## src/wlb_pkg.sv

```systemverilog
// ----------------------------------------------------------------------------
// wlb_pkg
// Beat types and fixed constants shared by the WLAN activity LED blinker.
// ----------------------------------------------------------------------------
`default_nettype none

package wlb_pkg;

   // One tick of link status. The first member is the most significant bit.
   typedef struct packed {
      logic link_up;
      logic asleep;
      logic scanning;
      logic reconnecting;
      logic radio_off;
      logic high_band;
      logic traffic_seen;
      logic alpha_start;
   } wlb_req_type;

   typedef struct packed {
      logic led_a_on;
      logic led_b_on;
   } wlb_rsp_type;

   // Register indexes on the write port.
   localparam logic [1:0] CSR_LED_STYLE    = 2'd0;
   localparam logic [1:0] CSR_MODE_WORD_A  = 2'd1;
   localparam logic [1:0] CSR_MODE_WORD_B  = 2'd2;
   localparam logic [1:0] CSR_BAND_SUPPORT = 2'd3;

   localparam int unsigned CSR_DATA_W = 16;

   // Style codes; any other value selects the mode-word style.
   localparam logic [1:0] STYLE_BAND  = 2'd2;
   localparam logic [1:0] STYLE_DUTY  = 2'd3;
   localparam logic [1:0] STYLE_RESET = 2'd1;
   localparam logic [1:0] BAND_RESET  = 2'b11;

   // Mode word bit positions.
   localparam int unsigned MODE_SLEEP_KEEP = 3;
   localparam int unsigned MODE_POLARITY   = 4;
   localparam int unsigned MODE_ACTIVITY   = 5;
   localparam int unsigned MODE_SLOW       = 6;

   // Alpha pattern ends once the count has passed this value.
   localparam logic [5:0] ALPHA_LAST      = 6'd34;
   localparam logic [1:0] ALPHA_PHASE_OFF = 2'd2;

   // Band scan: phase within a 16-tick frame that shows the 5 GHz result.
   localparam logic [3:0] BAND_PHASE_HIGH = 4'd8;

   // Duty style on times within an 8-tick frame.
   localparam logic [2:0] DUTY_ON_LINKED = 3'd6;
   localparam logic [2:0] DUTY_ON_SEARCH = 3'd2;

   // Base slow-blink half period in ticks.
   localparam logic [6:0] SLOW_BASE = 7'd5;

endpackage

`default_nettype wire

```

## src/wlan_activity_led_blinker.sv

```systemverilog
// ----------------------------------------------------------------------------
// wlan_activity_led_blinker
// Two-LED WLAN status blinker advanced by one link status beat per tick.
// ----------------------------------------------------------------------------
//
//   Channel   Direction   Handshake          Contents
//   req_      in          valid / ready      link status flags of one tick
//   rsp_      out         valid / ready      both LED levels after the tick
//   csr_      in          write enable only  style, mode words, band support
//
// A tick in the alpha pattern, the band style or the duty style goes through
// the accept state and then the result state, which updates the LEDs and loads
// the result register. A tick in the mode-word style goes through the accept
// state, two passes over the 32 counter bits in the bit-serial remainder unit
// (one pass per LED, one counter bit per cycle) and then the result state.
// Reset is synchronous and clears the control state at once, but not the
// payload registers; there is no clearing pass. The next beat is taken as
// soon as the result register is loaded. If the previous result has not been
// taken by then, the block waits in its result state until it has.
//
`default_nettype none

module wlan_activity_led_blinker (
   input  wire logic                 clock,
   input  wire logic                 reset,
   input  wire logic                 req_valid,
   output      logic                 req_ready,
   input  wire wlb_pkg::wlb_req_type req_data,
   output      logic                 rsp_valid,
   input  wire logic                 rsp_ready,
   output      wlb_pkg::wlb_rsp_type rsp_data,
   input  wire logic                 csr_we,
   input  wire logic [1:0]           csr_index,
   input  wire logic [wlb_pkg::CSR_DATA_W-1:0] csr_wdata
);
   import wlb_pkg::*;

   // Sequencer states.
   localparam logic [1:0] S_IDLE   = 2'd0;
   localparam logic [1:0] S_LED_A  = 2'd1;
   localparam logic [1:0] S_LED_B  = 2'd2;
   localparam logic [1:0] S_FINISH = 2'd3;

   logic [1:0]  state_ff, state_in;
   logic [31:0] tick_ff, tick_in;
   wlb_req_type flags_ff, flags_in;
   logic        traffic_ff, traffic_in;
   logic        alpha_ff, alpha_in;
   logic [5:0]  alpha_count_ff, alpha_count_in;
   logic [1:0]  alpha_phase_ff, alpha_phase_in;
   logic [1:0]  led_ff, led_in;
   logic [4:0]  bit_ff, bit_in;
   logic [7:0]  rem_ff, rem_in;
   logic [1:0]  style_ff, style_in;
   logic [15:0] mode_a_ff, mode_a_in;
   logic [15:0] mode_b_ff, mode_b_in;
   logic [1:0]  band_ff, band_in;
   logic        rsp_valid_ff, rsp_valid_in;
   wlb_rsp_type rsp_data_ff, rsp_data_in;

   // Mode-word decode for the LED that the remainder unit is working on.
   logic        led_idx;
   logic [15:0] cur_mode;
   logic [4:0]  time_sum;
   logic [6:0]  on_ticks;
   logic [7:0]  div_unlinked;
   logic [6:0]  slow_period;
   logic [7:0]  divisor;

   // Remainder unit: one restoring step per cycle.
   logic [8:0]  rem_shift;
   logic [7:0]  rem_step;

   // Band and duty style helpers.
   logic        scan_wanted;
   logic        band_hit;
   logic        band_lit_a;
   logic        band_op;
   logic [15:0] band_mode;
   logic        duty_on;
   logic        alpha_end;
   logic [5:0]  alpha_cnt_use;
   logic [1:0]  alpha_ph_use;
   logic        slow_first;

   assign req_ready = (state_ff == S_IDLE);
   assign rsp_valid = rsp_valid_ff;
   assign rsp_data  = rsp_data_ff;

   always_comb begin
      led_idx      = (state_ff == S_LED_B);
      cur_mode     = led_idx ? mode_b_ff : mode_a_ff;
      // On and off times count in units of five ticks.
      time_sum     = 5'(cur_mode[11:8]) + 5'(cur_mode[15:12]);
      on_ticks     = 7'({cur_mode[11:8], 2'b00}) + 7'(cur_mode[11:8]);
      div_unlinked = 8'({time_sum, 2'b00}) + 8'(time_sum);
      slow_period  = SLOW_BASE << cur_mode[5:4];
      divisor      = flags_ff.link_up ? {slow_period, 1'b0} : div_unlinked;

      rem_shift = {rem_ff, tick_ff[bit_ff]};
      if (rem_shift >= {1'b0, divisor}) begin
         rem_step = 8'(rem_shift - {1'b0, divisor});
      end else begin
         rem_step = rem_shift[7:0];
      end
      slow_first = (rem_step < {1'b0, slow_period});
   end

   always_comb begin
      scan_wanted = (flags_ff.radio_off && flags_ff.scanning) ||
                    (!flags_ff.radio_off && flags_ff.reconnecting);
      band_hit    = (tick_ff[3:0] == 4'd0) || (tick_ff[3:0] == BAND_PHASE_HIGH);
      band_lit_a  = (tick_ff[3:0] == 4'd0) ? band_ff[0] : !band_ff[1];
      band_op     = flags_ff.high_band;
      band_mode   = band_op ? mode_b_ff : mode_a_ff;
      duty_on     = (tick_ff[2:0] <
                     (flags_ff.link_up ? DUTY_ON_LINKED : DUTY_ON_SEARCH));
      alpha_end   = (alpha_count_ff > ALPHA_LAST);
      alpha_cnt_use = alpha_end ? 6'd0 : alpha_count_ff;
      alpha_ph_use  = alpha_end ? 2'd0 : alpha_phase_ff;
   end

   always_comb begin
      state_in       = state_ff;
      tick_in        = tick_ff;
      flags_in       = flags_ff;
      traffic_in     = traffic_ff;
      alpha_in       = alpha_ff;
      alpha_count_in = alpha_count_ff;
      alpha_phase_in = alpha_phase_ff;
      led_in         = led_ff;
      bit_in         = bit_ff;
      rem_in         = rem_ff;
      style_in       = style_ff;
      mode_a_in      = mode_a_ff;
      mode_b_in      = mode_b_ff;
      band_in        = band_ff;
      rsp_valid_in   = rsp_valid_ff;
      rsp_data_in    = rsp_data_ff;

      if (csr_we) begin
         case (csr_index)
            CSR_LED_STYLE:    style_in  = csr_wdata[1:0];
            CSR_MODE_WORD_A:  mode_a_in = csr_wdata;
            CSR_MODE_WORD_B:  mode_b_in = csr_wdata;
            CSR_BAND_SUPPORT: band_in   = csr_wdata[1:0];
            default:          style_in  = style_ff;
         endcase
      end

      if (rsp_valid_ff && rsp_ready) begin
         rsp_valid_in = 1'b0;
      end

      case (state_ff)
         S_IDLE: begin
            if (req_valid) begin
               // Latch the request flags and advance the tick counter together.
               tick_in  = tick_ff + 32'd1;
               flags_in = req_data;
               if (req_data.traffic_seen) begin
                  traffic_in = 1'b1;
               end
               if (req_data.alpha_start) begin
                  alpha_in = 1'b1;
               end
               bit_in = 5'd31;
               rem_in = 8'd0;
               if (!(alpha_ff || req_data.alpha_start) &&
                   (style_ff != STYLE_BAND) && (style_ff != STYLE_DUTY)) begin
                  state_in = S_LED_A;
               end else begin
                  state_in = S_FINISH;
               end
            end
         end

         S_LED_A, S_LED_B: begin
            rem_in = rem_step;
            bit_in = bit_ff - 5'd1;
            if (bit_ff == 5'd0) begin
               // Remainder complete: resolve this LED of the mode-word style.
               if (!flags_ff.link_up) begin
                  if (time_sum != 5'd0) begin
                     led_in[led_idx] = (rem_step < {1'b0, on_ticks});
                  end
               end else if (flags_ff.asleep && !cur_mode[MODE_SLEEP_KEEP]) begin
                  led_in[led_idx] = 1'b0;
               end else if (!cur_mode[MODE_SLOW]) begin
                  if (!tick_ff[0]) begin
                     led_in[led_idx] = cur_mode[MODE_POLARITY];
                  end else if (traffic_ff) begin
                     traffic_in = 1'b0;
                     if (cur_mode[MODE_ACTIVITY]) begin
                        led_in[led_idx] = !cur_mode[MODE_POLARITY];
                     end
                  end
               end else begin
                  if (!tick_ff[0]) begin
                     led_in[led_idx] = !slow_first;
                  end else if (traffic_ff) begin
                     traffic_in      = 1'b0;
                     led_in[led_idx] = slow_first;
                  end
               end
               rem_in   = 8'd0;
               bit_in   = 5'd31;
               state_in = led_idx ? S_FINISH : S_LED_B;
            end
         end

         S_FINISH: begin
            if (!rsp_valid_ff || rsp_ready) begin
               if (alpha_ff) begin
                  if (alpha_end) begin
                     alpha_in = 1'b0;
                  end
                  led_in[0]      = (alpha_ph_use != ALPHA_PHASE_OFF);
                  alpha_count_in = alpha_cnt_use + 6'd1;
                  alpha_phase_in = (alpha_ph_use == ALPHA_PHASE_OFF) ?
                                   2'd0 : alpha_ph_use + 2'd1;
               end else if (style_ff == STYLE_BAND) begin
                  if (!flags_ff.link_up) begin
                     if (tick_ff[1:0] == 2'd0) begin
                        if (scan_wanted && band_hit) begin
                           led_in = {!band_lit_a, band_lit_a};
                        end else begin
                           led_in = 2'b00;
                        end
                     end
                  end else if (flags_ff.scanning) begin
                     if (tick_ff[1:0] == 2'd0) begin
                        led_in = band_hit ? {!band_lit_a, band_lit_a} : 2'b00;
                     end
                  end else begin
                     led_in[!band_op] = 1'b0;
                     if (flags_ff.asleep && !band_mode[MODE_SLEEP_KEEP]) begin
                        led_in[band_op] = 1'b0;
                     end else if (!tick_ff[0]) begin
                        led_in[band_op] = 1'b1;
                     end else if (traffic_ff) begin
                        traffic_in      = 1'b0;
                        led_in[band_op] = 1'b0;
                     end
                  end
               end else if (style_ff == STYLE_DUTY) begin
                  if (!flags_ff.link_up) begin
                     if (!tick_ff[0]) begin
                        led_in = (scan_wanted && duty_on) ? 2'b11 : 2'b00;
                     end
                  end else if (flags_ff.scanning) begin
                     if (!tick_ff[0]) begin
                        led_in = duty_on ? 2'b11 : 2'b00;
                     end
                  end else if (flags_ff.asleep && !mode_a_ff[MODE_SLEEP_KEEP]) begin
                     led_in = 2'b00;
                  end else if (!tick_ff[0]) begin
                     led_in = 2'b11;
                  end else if (traffic_ff) begin
                     traffic_in = 1'b0;
                     led_in     = 2'b00;
                  end
               end
               rsp_valid_in         = 1'b1;
               rsp_data_in.led_a_on = led_in[0];
               rsp_data_in.led_b_on = led_in[1];
               state_in             = S_IDLE;
            end
         end

         default: begin
            state_in = S_IDLE;
         end
      endcase
   end

   always_ff @(posedge clock) begin
      if (reset) begin
         state_ff       <= S_IDLE;
         tick_ff        <= 32'd0;
         traffic_ff     <= 1'b0;
         alpha_ff       <= 1'b0;
         alpha_count_ff <= 6'd0;
         alpha_phase_ff <= 2'd0;
         led_ff         <= 2'b00;
         style_ff       <= STYLE_RESET;
         mode_a_ff      <= 16'd0;
         mode_b_ff      <= 16'd0;
         band_ff        <= BAND_RESET;
         rsp_valid_ff   <= 1'b0;
      end else begin
         state_ff       <= state_in;
         tick_ff        <= tick_in;
         traffic_ff     <= traffic_in;
         alpha_ff       <= alpha_in;
         alpha_count_ff <= alpha_count_in;
         alpha_phase_ff <= alpha_phase_in;
         led_ff         <= led_in;
         style_ff       <= style_in;
         mode_a_ff      <= mode_a_in;
         mode_b_ff      <= mode_b_in;
         band_ff        <= band_in;
         rsp_valid_ff   <= rsp_valid_in;
      end
   end

   // Payload registers carry no reset.
   always_ff @(posedge clock) begin
      flags_ff    <= flags_in;
      bit_ff      <= bit_in;
      rem_ff      <= rem_in;
      rsp_data_ff <= rsp_data_in;
   end

endmodule

`default_nettype wire

```

## config.mk

```make
export PLATFORM = sky130hd
export DESIGN_NAME = wlan_activity_led_blinker
export DESIGN_NICKNAME = d
export VERILOG_FILES = /design/src/wlb_pkg.sv /design/src/wlan_activity_led_blinker.sv
export SDC_FILE = /design/constraint.sdc
export NUM_CORES = 1
export LEC_CHECK = 0
export BUFFER_PORTS_ARGS = -buffer_cell sky130_fd_sc_hd__buf_2
export CAP_MARGIN = 20
export CORE_MARGIN = 2
export CORE_UTILIZATION = 65
export CTS_CLUSTER_DIAMETER = 40
export DETAILED_ROUTE_END_ITERATION = 8
export PLACE_DENSITY = 0.84
export REMOVE_ABC_BUFFERS = 1
export SETUP_SLACK_MARGIN = 0.2
export SLEW_MARGIN = 20
export SYNTH_ARGS = -nofsm -noshare
export SYNTH_HDL_FRONTEND = slang
export SYNTH_SLANG_ARGS = --single-unit
```

## constraint.sdc

```tcl
create_clock -name clock -period 11.2 [get_ports clock]
set_input_delay 1.12 -clock clock [delete_from_list [all_inputs] [get_ports clock]]
set_output_delay 1.12 -clock clock [all_outputs]
set_load 0.02 [all_outputs]
```

==> metrics, run 1 <==
total number of nets in the final design 809; Post-Syn Area 6140 sq um; TritonCTS clock tree built; width of the die between 100 and 150 um; RSZ-0062 raised after global routing false; fraction of the cycle the final worst path needs 64.7%; Mapped Cells 718; largest net degree at the start of global routing 74; Crit. End Element flip-flop; clock root cell sky130_fd_sc_hd__clkbuf_8; Final Wtd Congestion slightly below 1; Worst Path Max Fanout 23; switching power as a share of total power between 40% and 50%; Hold/Removal Path Class reg -> reg; Layout Skew approximately 15 ps; Worst Max-Slew Pin Slew between 1000 and 1500 ps; number of nets with antenna violations after detailed routing 0; Crit path required time 11500 ps; number of flops mapped to enable cells by yosys 21; Clock Power Share 15.7%; count of standard-cell rows 35; slowest stage delay, CP ~940 ps; Leakage Power about 0.0027 uW; antenna violations before repair 0; post-cts repair resize count 0; internal power 763 uW; DRT iter0 DRCs 400; total vias in the final route 5297; number of synthesis warnings 0; area of combinational cells with multiple inputs 3800 sq um; Crit path top cell by count sky130_fd_sc_hd__ha_1; number of design rule violations left after detail routing 0; worst skew pair latency 380 ps; Max-slew headroom between 20% and 30%; most common flop cell mapped by yosys sky130_fd_sc_hd__dfxtp_1; overflow left after global routing 0; Routed wire per std cell 16.6 um; DIE AREA 10200 sq um; CORE AREA 9200 sq um; fraction of final layout cells sized beyond drive strength 1 11.0%; TritonCTS Buffers 9; area of all sequential standard cells 2130 sq um; Die Height 101 um; Logic pwr share 50.1%; Max-Cap Viols 0; share of synthesized area occupied by flip-flops and latches 34.7%; Max clock buf depth 2; pre-CTS setup slack 4040 ps; area growth from synthesis to layout 6.40%; half-perimeter wire length after detailed placement 10600 um; cell accounting for the most synthesized area sky130_fd_sc_hd__dfxtp_1; share of flip-flops with an asynchronous set or reset 0%; port buffer count 32; H-tree depth 3; proportion of netlist area held by the largest area contributor 24.5%; Total Negative Setup Slacks 0 ps; number of pins exceeding their max-slew limit in the final report 0; Sw Pwr 576 uW; Num Clock Sinks 96; Initial Utilization 66.8%; average via count per standard cell 6.20; Yosys reg bits 96; final setup violation count 0; top area cells in the synthesized netlist sky130_fd_sc_hd__dfxtp_1 24%, sky130_fd_sc_hd__edfxtp_1 10%, sky130_fd_sc_hd__ha_1 7.7%, sky130_fd_sc_hd__mux2i_1 6.2%, sky130_fd_sc_hd__nand2_1 5.2%; Final Hold Violating Endpoints 0; final worst-path setup slack 3950 ps; CTS hold repair buffers 0; detailed-routing iteration count for the pre-antenna-repair pass 5; most used cells in the layout excluding fill and tap cells 85 x sky130_fd_sc_hd__nand2_1, 81 x sky130_fd_sc_hd__nor2_1, 75 x sky130_fd_sc_hd__dfxtp_1; Worst VDD drop 0.0000985 V; Slowest cell on crit path sky130_fd_sc_hd__o32ai_2; Clk pin slew, worst setup/hold paths 110 ps; Distinct cells, synth 64; Post-CTS Setup Inserts 0; global-route wire length before repair 23500 um; most common cell after layout, fill and taps aside sky130_fd_sc_hd__nand2_1; path type of the worst setup path reg -> reg; Tmin final 7250 ps; power per cell area 205 nW/um^2; sequential group share of total power between 30% and 40%; Peak Freq about 140 MHz; per-instance average area after synthesis 8.55 sq um; status finished clean; routed wire length 14200 um; Diodes inserted 0; fillers 713; data arrival time of the critical path 7540 ps; overall routing resource usage 28.7%; CP startpoint kind flip-flop; ports placed on the boundary 35; number of global-route vias before repair 5145
-- synthesized netlist by cell type (all sizes together) (6+ instances only) --
cell and number:
buf 6, a31oi 8, nand2b 9, mux2 13
a21oi 48, and2 13, nor3 9, inv 28
edfxtp 21, nand2 85, clkbuf 19, xnor2 18
nor2b 11, nor2 81, ha 38, o21ai 33
nand4 14, mux2i 41, dfxtp 75, or3 6
a21o 9, o211ai 6, xor2 26, a311oi 7
nand3 25, and3 12
-- logic make-up after synthesis --
kind of cell,synth area share [%]
xor+xnor,6.58
fa+ha+maj,8.07
mux,9.39
flops,34.7
simple gates,21.7
buf+inv,3.44
compound gates,16.1
-- critical path: cells and delay by family (launching register included) --
family	cells	cell delay (ps)
mux	2	570
xor+xnor	3	500
fa+ha+maj	5	1410
flops	1	330
buf+inv	2	420
compound gates	14	3770
simple gates	2	130
-- layer usage --
layer	vias up	wire length, um	share of wire, %	global-route usage, %
li1	2611	-	-	-
met2	179	7000	49	50.3
met1	2469	6010	42	34.9
met3	38	773	5.4	5.11
met5	-	0	0	0
met4	0	412	2.9	12.0
-- through the flow --
step	instances	total power (uW)	area [sq um]	hold WS [ps]	util, %
after floorplan	693	949	6030	427	-
after global placement	839	1080	6350	439	69.1
after detailed placement	839	1120	6350	448	69.1
after CTS	855	1330	6530	463	71.0
after global routing	855	1430	6530	477	71.0
final	855	1340	6530	457	71.0
-- power groups by stage --
stage	registers (uW)	logic [uW]	clock network, uW
after floorplan	451	498	0
after global placement	462	621	0
after detailed placement	464	655	0
after CTS	456	661	212
after global routing	463	746	224
final	458	671	211
-- path summary, 6_finish.rpt --
check                        startpoint                         end  slack [ps]  cells past startpoint
max reg2reg    state_ff[0]$_SDFFE_PP0P_      led_ff[1]$_SDFFE_PP0P_        3950                     28
min reg2reg  mode_b_ff[11]$_SDFFE_PP0P_  mode_b_ff[11]$_SDFFE_PP0P_         460                      2
max            state_ff[0]$_SDFFE_PP0P_      led_ff[1]$_SDFFE_PP0P_        3950                     28
min          mode_b_ff[11]$_SDFFE_PP0P_  mode_b_ff[11]$_SDFFE_PP0P_         460                      2
-- cell type report --
cell class / count / area share (%)
multi-input cells: 569 / 58.2
repair buffers: 35 / 2.80
flip-flops and latches: 96 / 32.6
clock inverters: 5 / 0.613
clock buffers: 11 / 2.01
well taps: 111 / 2.13
inverters: 28 / 1.61
-- registers in the layout, summed over array words and instances (netlist names) --
register and flops:
rsp_data 2, alpha_ff 1, rsp_valid 1, traffic_ff 1, mode_b_ff 12, band_op 1, flags_ff 5, state_ff 2
band_ff 2, led_ff 2, rem_ff 8, bit_ff 5, tick_ff 32, alpha_count_ff 6, style_ff 2, alpha_phase_ff 2
mode_a_ff 12
Note: power is estimated with default switching activity, not from simulation.
==> run 2, diff against run 1 <==
Settings changed: ABC_AREA set to 1, CORE_UTILIZATION 65 to 62, PLACE_DENSITY 0.84 to 0.81.
Clock period 11.2 ns to 6.94 ns, I/O delays scaled along.
==> metrics, run 2 <==
half-perimeter wire length after detailed placement 11300 um (was 10600 um); Worst Max-Slew Pin Slew 754 ps (was 1080 ps); Final Power 2600 uW (was 1340 uW); routed length on met1 6560 um (was 6010 um); fillers 888 (was 713); DRT iter0 DRCs 406 (was 400); Peak Freq 163 MHz (was 138 MHz); Hold/Removal Path Class reg -> reg (unchanged); routed length on met3 731 um (was 773 um); Worst VDD drop 0.000225 V (was 0.0000985 V); data arrival time of the critical path 6380 ps (was 7540 ps); register name with the most flops tick_ff (unchanged); smallest hold slack 462 ps (was 457 ps); power per cell area 384 nW/um^2 (was 205 nW/um^2); library cell with the highest instance count after synthesis sky130_fd_sc_hd__nand2_1 (unchanged); Clk pin slew, worst setup/hold paths 100 ps (was 110 ps); most common cell after layout, fill and taps aside sky130_fd_sc_hd__nand2_1 (unchanged); Crit path top cell by count sky130_fd_sc_hd__nand2_1 (was sky130_fd_sc_hd__ha_1); Routed wire per std cell 14.0 um (was 16.6 um); width of the die 105 um (was 101 um); Die Height 105 um (was 101 um); status finished clean (unchanged); most common flop cell mapped by yosys sky130_fd_sc_hd__dfxtp_1 (unchanged); endpoint of the most critical register-to-register path led_ff[0]$_SDFFE_PP0P_ (was led_ff[1]$_SDFFE_PP0P_); Slowest cell on crit path sky130_fd_sc_hd__dfxtp_1 (was sky130_fd_sc_hd__o32ai_2); biggest registers after layout tick_ff: 32 flops, mode_a_ff: 12 flops, mode_b_ff: 12 flops (unchanged); number of synthesis warnings 0 (unchanged); CP startpoint kind flip-flop (unchanged); Num Clock Sinks 96 (unchanged); per-instance average area after synthesis 6.92 sq um (was 8.55 sq um); fraction of final layout cells sized beyond drive strength 1 10.1% (was 11.0%); CTS hold repair buffers 0 (unchanged); number of flops mapped to enable cells by yosys 21 (unchanged); fraction of the cycle the final worst path needs 88.2% (was 64.7%); routed wire length 15000 um (was 14200 um); Layout Skew 14.1 ps (was 15.4 ps); average via count per standard cell 5.65 (was 6.20); crit path from state_ff[0]$_SDFFE_PP0P_ (unchanged); Max clock buf depth 2 (unchanged); cell accounting for the most synthesized area sky130_fd_sc_hd__dfxtp_1 (unchanged); TritonCTS clock tree built (unchanged); count of standard-cell rows 36 (was 35); Finished Core Util 69.0% (was 71.0%); CORE AREA 9820 sq um (was 9200 sq um); top area cells in the synthesized netlist sky130_fd_sc_hd__dfxtp_1 24%, sky130_fd_sc_hd__nand2_1 11%, sky130_fd_sc_hd__edfxtp_1 10%, sky130_fd_sc_hd__ha_1 7.5%, sky130_fd_sc_hd__inv_1 6.7% (was sky130_fd_sc_hd__dfxtp_1 24%, sky130_fd_sc_hd__edfxtp_1 10%, sky130_fd_sc_hd__ha_1 7.7%, sky130_fd_sc_hd__mux2i_1 6.2%, sky130_fd_sc_hd__nand2_1 5.2%); synth cell count leaders 193 x sky130_fd_sc_hd__nand2_1, 113 x sky130_fd_sc_hd__inv_1, 99 x sky130_fd_sc_hd__nor2_1 (was 85 x sky130_fd_sc_hd__nand2_1, 81 x sky130_fd_sc_hd__nor2_1, 75 x sky130_fd_sc_hd__dfxtp_1); total vias in the final route 6068 (was 5297); total number of nets in the final design 1006 (was 809); area growth from synthesis to layout 7.38% (was 6.40%); Crit. End Element flip-flop (unchanged); antenna violations before repair 0 (unchanged); number of design rule violations left after detail routing 0 (unchanged); RSZ-0062 raised after global routing false (unchanged); cell count of the worst reg-to-reg path 40 (was 28); proportion of netlist area held by the largest area contributor 23.8% (was 24.5%); ports placed on the boundary 35 (unchanged); Max-slew headroom 49.5% (was 28.3%); Mapped Cells 912 (was 718); Post-CTS Setup Inserts 0 (unchanged); H-tree depth 3 (unchanged); beginning of the worst register-to-register path state_ff[0]$_SDFFE_PP0P_ (unchanged); global-route wire length before repair 25700 um (was 23500 um); share of flip-flops with an asynchronous set or reset 0% (unchanged); TritonCTS Buffers 9 (unchanged); worst skew pair latency 390 ps (was 380 ps); Critical Path Sink led_ff[0]$_SDFFE_PP0P_ (was led_ff[1]$_SDFFE_PP0P_); clock root cell sky130_fd_sc_hd__clkbuf_8 (unchanged); Crit path depth 40 (was 28); Crit path required time 7200 ps (was 11500 ps); Final Wtd Congestion 0.880 (was 0.987); port buffer count 32 (unchanged); post-cts repair resize count 0 (unchanged); Leakage Power 0.00300 uW (was 0.00269 uW); slowest stage delay, CP 330 ps (was 940 ps); Diodes inserted 0 (unchanged); highest signal layer in the routed design met4 (unchanged); Max-Cap Viols 0 (unchanged); detailed-routing iteration count for the pre-antenna-repair pass 5 (unchanged); Total Negative Setup Slacks 0 ps (unchanged); path type of the worst setup path reg -> reg (unchanged); share of synthesized area occupied by flip-flops and latches 33.8% (was 34.7%); largest net degree at the start of global routing 35 (was 74); number of global-route vias before repair 5923 (was 5145); most used cells in the layout excluding fill and tap cells 193 x sky130_fd_sc_hd__nand2_1, 113 x sky130_fd_sc_hd__inv_1, 99 x sky130_fd_sc_hd__nor2_1 (was 85 x sky130_fd_sc_hd__nand2_1, 81 x sky130_fd_sc_hd__nor2_1, 75 x sky130_fd_sc_hd__dfxtp_1); sum of met2 wire segment lengths after detailed routing 7380 um (was 7000 um); Post-Syn Area 6310 sq um (was 6140 sq um); Critical path buffers and inverters 9 (was 2); Initial Utilization 64.3% (was 66.8%); overall routing resource usage 28.2% (was 28.7%); number of pins exceeding their max-slew limit in the final report 0 (unchanged); Distinct cells, synth 51 (was 64); Worst Path Max Fanout 17 (was 23); overflow left after global routing 0 (unchanged); Yosys reg bits 96 (unchanged); number of nets with antenna violations after detailed routing 0 (unchanged); flip-flop count of the largest register after layout 32 (unchanged); Final Hold Violating Endpoints 0 (unchanged); largest delay contributor family on the critical path simple AND/OR/NAND/NOR gates (was compound AO/OA/AOI/OAI gates); final setup violation count 0 (unchanged); DIE AREA 11000 sq um (was 10200 sq um); worst-case register-to-register setup slack 820 ps (was 3950 ps); Tmin final 6120 ps (was 7250 ps)
-- run 2: cell types whose count changed after synthesis, moves of 14 or more --
| cell | previous run | this run |
|---|---|---|
| sky130_fd_sc_hd__nand2_1 | 85 | 193 |
| sky130_fd_sc_hd__inv_1 | 25 | 113 |
| sky130_fd_sc_hd__nand3_1 | 25 | 68 |
| sky130_fd_sc_hd__mux2i_1 | 38 | 0 |
| sky130_fd_sc_hd__o21ai_0 | 26 | 61 |
| sky130_fd_sc_hd__a21oi_1 | 48 | 66 |
| sky130_fd_sc_hd__nor2_1 | 81 | 99 |
| sky130_fd_sc_hd__xor2_1 | 26 | 12 |
-- run 2: final cells by class --
class	count	area, sq um	area share [%]
multi-input combinational	665	3590	53.0
sequential	96	2130	31.5
inverter	128	487	7.18
timing repair buffer	36	190	2.81
clock buffer	12	176	2.60
tap	133	166	2.46
clock inverter	4	32.5	0.480
-- run 2: stage by stage --
| step | worst slack (ps) | cell area [sq um] | std cells |
|---|---|---|---|
| 2_1_floorplan | 1160 | 6210 | 889 |
| 3_3_place_gp | 1110 | 6570 | 1058 |
| 3_5_place_dp | 894 | 6570 | 1058 |
| 4_1_cts | 838 | 6780 | 1074 |
| 5_1_grt | 263 | 6780 | 1074 |
| 6_report | 820 | 6780 | 1074 |
-- run 2: how the worst min path moves through the flow --
stage	from	end	slack, ps	cells after the start
CTS	mode_a_ff[13]$_SDFFE_PP0P_	mode_a_ff[13]$_SDFFE_PP0P_	470	2
global placement	mode_a_ff[13]$_SDFFE_PP0P_	mode_a_ff[13]$_SDFFE_PP0P_	440	2
floorplan	band_ff[1]$_SDFFE_PP1P_	band_ff[1]$_SDFFE_PP1P_	430	2
finish	mode_a_ff[13]$_SDFFE_PP0P_	mode_a_ff[13]$_SDFFE_PP0P_	460	2
detailed placement	mode_a_ff[13]$_SDFFE_PP0P_	mode_a_ff[13]$_SDFFE_PP0P_	450	2
global route	req_data[4]	flags_ff[4]$_DFFE_PP_	470	1
-- run 2: cells by family (layout without fill, tap and decap cells) --
kind of cell / after synthesis / in the layout / share of synthesized area, %
simple gates: 429 / 429 / 30.5
buf+inv: 151 / 180 / 9.30
compound gates: 180 / 180 / 16.0
flops: 96 / 96 / 33.8
fa+ha+maj: 39 / 39 / 7.85
xor+xnor: 17 / 17 / 2.48
-- run 2: where the power goes --
group	total (uW)	switching [uW]	leakage, uW	internal [uW]
Clock	384	209	0.000109	175
Sequential	749	75.0	0.000802	674
Combinational	1470	941	0.00209	526
-- run 2: per-layer routing --
| layer | GRT usage, % | vias up |
|---|---|---|
| li1 | - | 3074 |
| met1 | 34.2 | 2783 |
| met2 | 49.4 | 169 |
| met3 | 5.74 | 42 |
| met4 | 10.1 | 0 |
| met5 | 0 | - |
-- run 2: worst register-to-register path: cells and delay by family, from the launching register on --
kind | cells | cell delay (ps)
AOI/OAI and AO/OA | 8 | 1190
xor gates and xnor gates | 1 | 210
adders and majority gates | 5 | 1290
buffers and inverters | 9 | 890
DFF | 1 | 330
and+or+nand+nor | 17 | 2090
==> run 3, diff against run 2 <==
==> constraint.sdc (replaced) <==
create_clock -name clock -period 6.94 [get_ports clock]
set_input_delay 1.388 -clock clock [delete_from_list [all_inputs] [get_ports clock]]
set_output_delay 1.388 -clock clock [all_outputs]
set_load 0.02 [all_outputs]
==> metrics, run 3 (synthesis gave the netlist of run 2 again) <==
biggest registers after layout tick_ff: 32 flops, mode_a_ff: 12 flops, mode_b_ff: 12 flops (unchanged); Crit. End Element flip-flop (unchanged); Leakage Power 0.00299 uW (was 0.00300 uW); post-detailed-placement cell area 6570 sq um (unchanged); Worst VDD drop 0.000232 V (was 0.000225 V); CORE AREA 9820 sq um (unchanged); Diodes inserted 0 (unchanged); Critical path buffers and inverters 9 (unchanged); H-tree depth 3 (unchanged); number of global-route vias before repair 5850 (was 5923); fillers 874 (was 888); Total Negative Setup Slacks 0 ps (unchanged); number of design rule violations left after detail routing 0 (unchanged); CTS hold repair buffers 0 (unchanged); largest net degree at the start of global routing 35 (unchanged); average via count per standard cell 5.67 (was 5.65); Routed wire per std cell 13.7 um (was 14.0 um); Final Hold Violating Endpoints 0 (unchanged); post-cts repair resize count 0 (unchanged); RSZ-0062 raised after global routing false (unchanged); data arrival time of the critical path 6500 ps (was 6380 ps); power per cell area 381 nW/um^2 (was 384 nW/um^2); worst skew pair latency 370 ps (was 390 ps); Crit path top cell by count sky130_fd_sc_hd__nand2_1 (unchanged); Max-Cap Viols 0 (unchanged); TritonCTS Buffers 9 (unchanged); detailed-routing iteration count for the pre-antenna-repair pass 5 (unchanged); status finished clean (unchanged); final setup violation count 0 (unchanged); slowest stage delay, CP 340 ps (was 330 ps); Clk pin slew, worst setup/hold paths 90 ps (was 100 ps); global routing usage on met3 3.81% (was 5.74%); final worst-path setup slack 738 ps (was 820 ps); Die Height 105 um (unchanged); Peak Freq 161 MHz (was 163 MHz); most common cell after layout, fill and taps aside sky130_fd_sc_hd__nand2_1 (unchanged); Hold/Removal Path Class reg -> reg (unchanged); overflow left after global routing 0 (unchanged); count of standard-cell rows 36 (unchanged); port buffer count 32 (unchanged); CP startpoint kind flip-flop (unchanged); Crit path required time 7240 ps (was 7200 ps); TritonCTS clock tree built (unchanged); path type of the worst setup path reg -> reg (unchanged); register name with the most flops tick_ff (unchanged); ports placed on the boundary 35 (unchanged); Initial Utilization 64.3% (unchanged); Final Wtd Congestion 0.885 (was 0.880); Max-slew headroom 49.4% (was 49.5%); Post-CTS Setup Inserts 0 (unchanged); Worst Path Max Fanout 17 (unchanged); met1 Usage GRT 34.8% (was 34.2%); clock root cell sky130_fd_sc_hd__clkbuf_8 (unchanged); number of pins exceeding their max-slew limit in the final report 0 (unchanged); global-route wire length before repair 25500 um (was 25700 um); Global Route met2 Usage 48.1% (was 49.4%); flip-flop count of the largest register after layout 32 (unchanged); half-perimeter wire length after detailed placement 11100 um (was 11300 um); number of nets with antenna violations after detailed routing 0 (unchanged); antenna violations before repair 0 (unchanged); routed wire length 14700 um (was 15000 um); DRT iter0 DRCs 490 (was 406); total vias in the final route 6085 (was 6068); overall routing resource usage 27.7% (was 28.2%); DIE AREA 11000 sq um (unchanged); Slowest cell on crit path sky130_fd_sc_hd__dfxtp_1 (unchanged); finished layout cell area 6760 sq um (was 6780 sq um); area growth from synthesis to layout 7.20% (was 7.38%); most used cells in the layout excluding fill and tap cells 193 x sky130_fd_sc_hd__nand2_1, 113 x sky130_fd_sc_hd__inv_1, 99 x sky130_fd_sc_hd__nor2_1 (unchanged); Layout Skew 13.4 ps (was 14.1 ps); Tmin final 6200 ps (was 6120 ps); Worst Max-Slew Pin Slew 756 ps (was 754 ps); pre-CTS setup slack 847 ps (was 894 ps); largest delay contributor family on the critical path simple AND/OR/NAND/NOR gates (unchanged); Max clock buf depth 2 (unchanged); width of the die 105 um (unchanged); most congested layer reported by global routing met2 (unchanged); total number of nets in the final design 1006 (unchanged); fraction of the cycle the final worst path needs 89.4% (was 88.2%); Num Clock Sinks 96 (unchanged); fraction of final layout cells sized beyond drive strength 1 10.1% (unchanged)
run 3: cell count changes in the layout (fill, tap and decap cells not counted), sizes merged:
| cell | change |
|---|---|
| clkbuf | -1 |
| clkinvlp | +1 |
run 3: layout make-up:
class                      instances  area [sq um]  share of cell area [%]
multi-input combinational        665          3590                    53.1
sequential                        96          2130                    31.5
inverter                         128           487                    7.20
timing repair buffer              36           190                    2.81
tap                              133           166                    2.46
clock buffer                      11           163                    2.40
clock inverter                     5          35.0                   0.518
run 3: where the power goes:
group          internal, uW  total [uW]  switching [uW]  leakage (uW)
Combinational           524        1470             943       0.00209
Clock                   163         363             200      0.000101
Sequential              674         749            75.6      0.000802
Total                  1360        2580            1220       0.00299
run 3: worst paths after layout:
check / from / to / slack, ps / cells past startpoint
min: mode_a_ff[13]$_SDFFE_PP0P_ / mode_a_ff[13]$_SDFFE_PP0P_ / 470 / 2
max: state_ff[0]$_SDFFE_PP0P_ / led_ff[0]$_SDFFE_PP0P_ / 740 / 39
min reg2reg: mode_a_ff[13]$_SDFFE_PP0P_ / mode_a_ff[13]$_SDFFE_PP0P_ / 470 / 2
max reg2reg: state_ff[0]$_SDFFE_PP0P_ / led_ff[0]$_SDFFE_PP0P_ / 740 / 39
run 3: per-stage QoR:
step / std cells / hold slack, ps / total power [uW] / utilization, %
floorplan: 889 / 430 / 1840 / -
global placement: 1058 / 444 / 2120 / 66.9
detailed placement: 1058 / 458 / 2200 / 66.9
CTS: 1074 / 473 / 2560 / 68.9
global route: 1074 / 502 / 2820 / 68.9
finish: 1074 / 472 / 2580 / 68.9
run 3: worst reg2reg max path, delay by kind of cell, from the launching register on:
kind	cells	cell delay, ps
buffers and inverters	9	900
AO/OA/AOI/OAI	8	1300
flip-flops	1	340
XOR/XNOR	1	210
AND/OR/NAND/NOR	16	2100
adder cells (fa/ha/maj)	5	1300
run 3: routing by layer:
layer / part of all wire (%) / wire (um) / vias to the layer above
li1: - / - / 3078
met1: 45 / 6600 / 2805
met2: 49 / 7220 / 170
met3: 3.9 / 578 / 32
met4: 2.3 / 344 / 0
met5: 0 / 0 / -
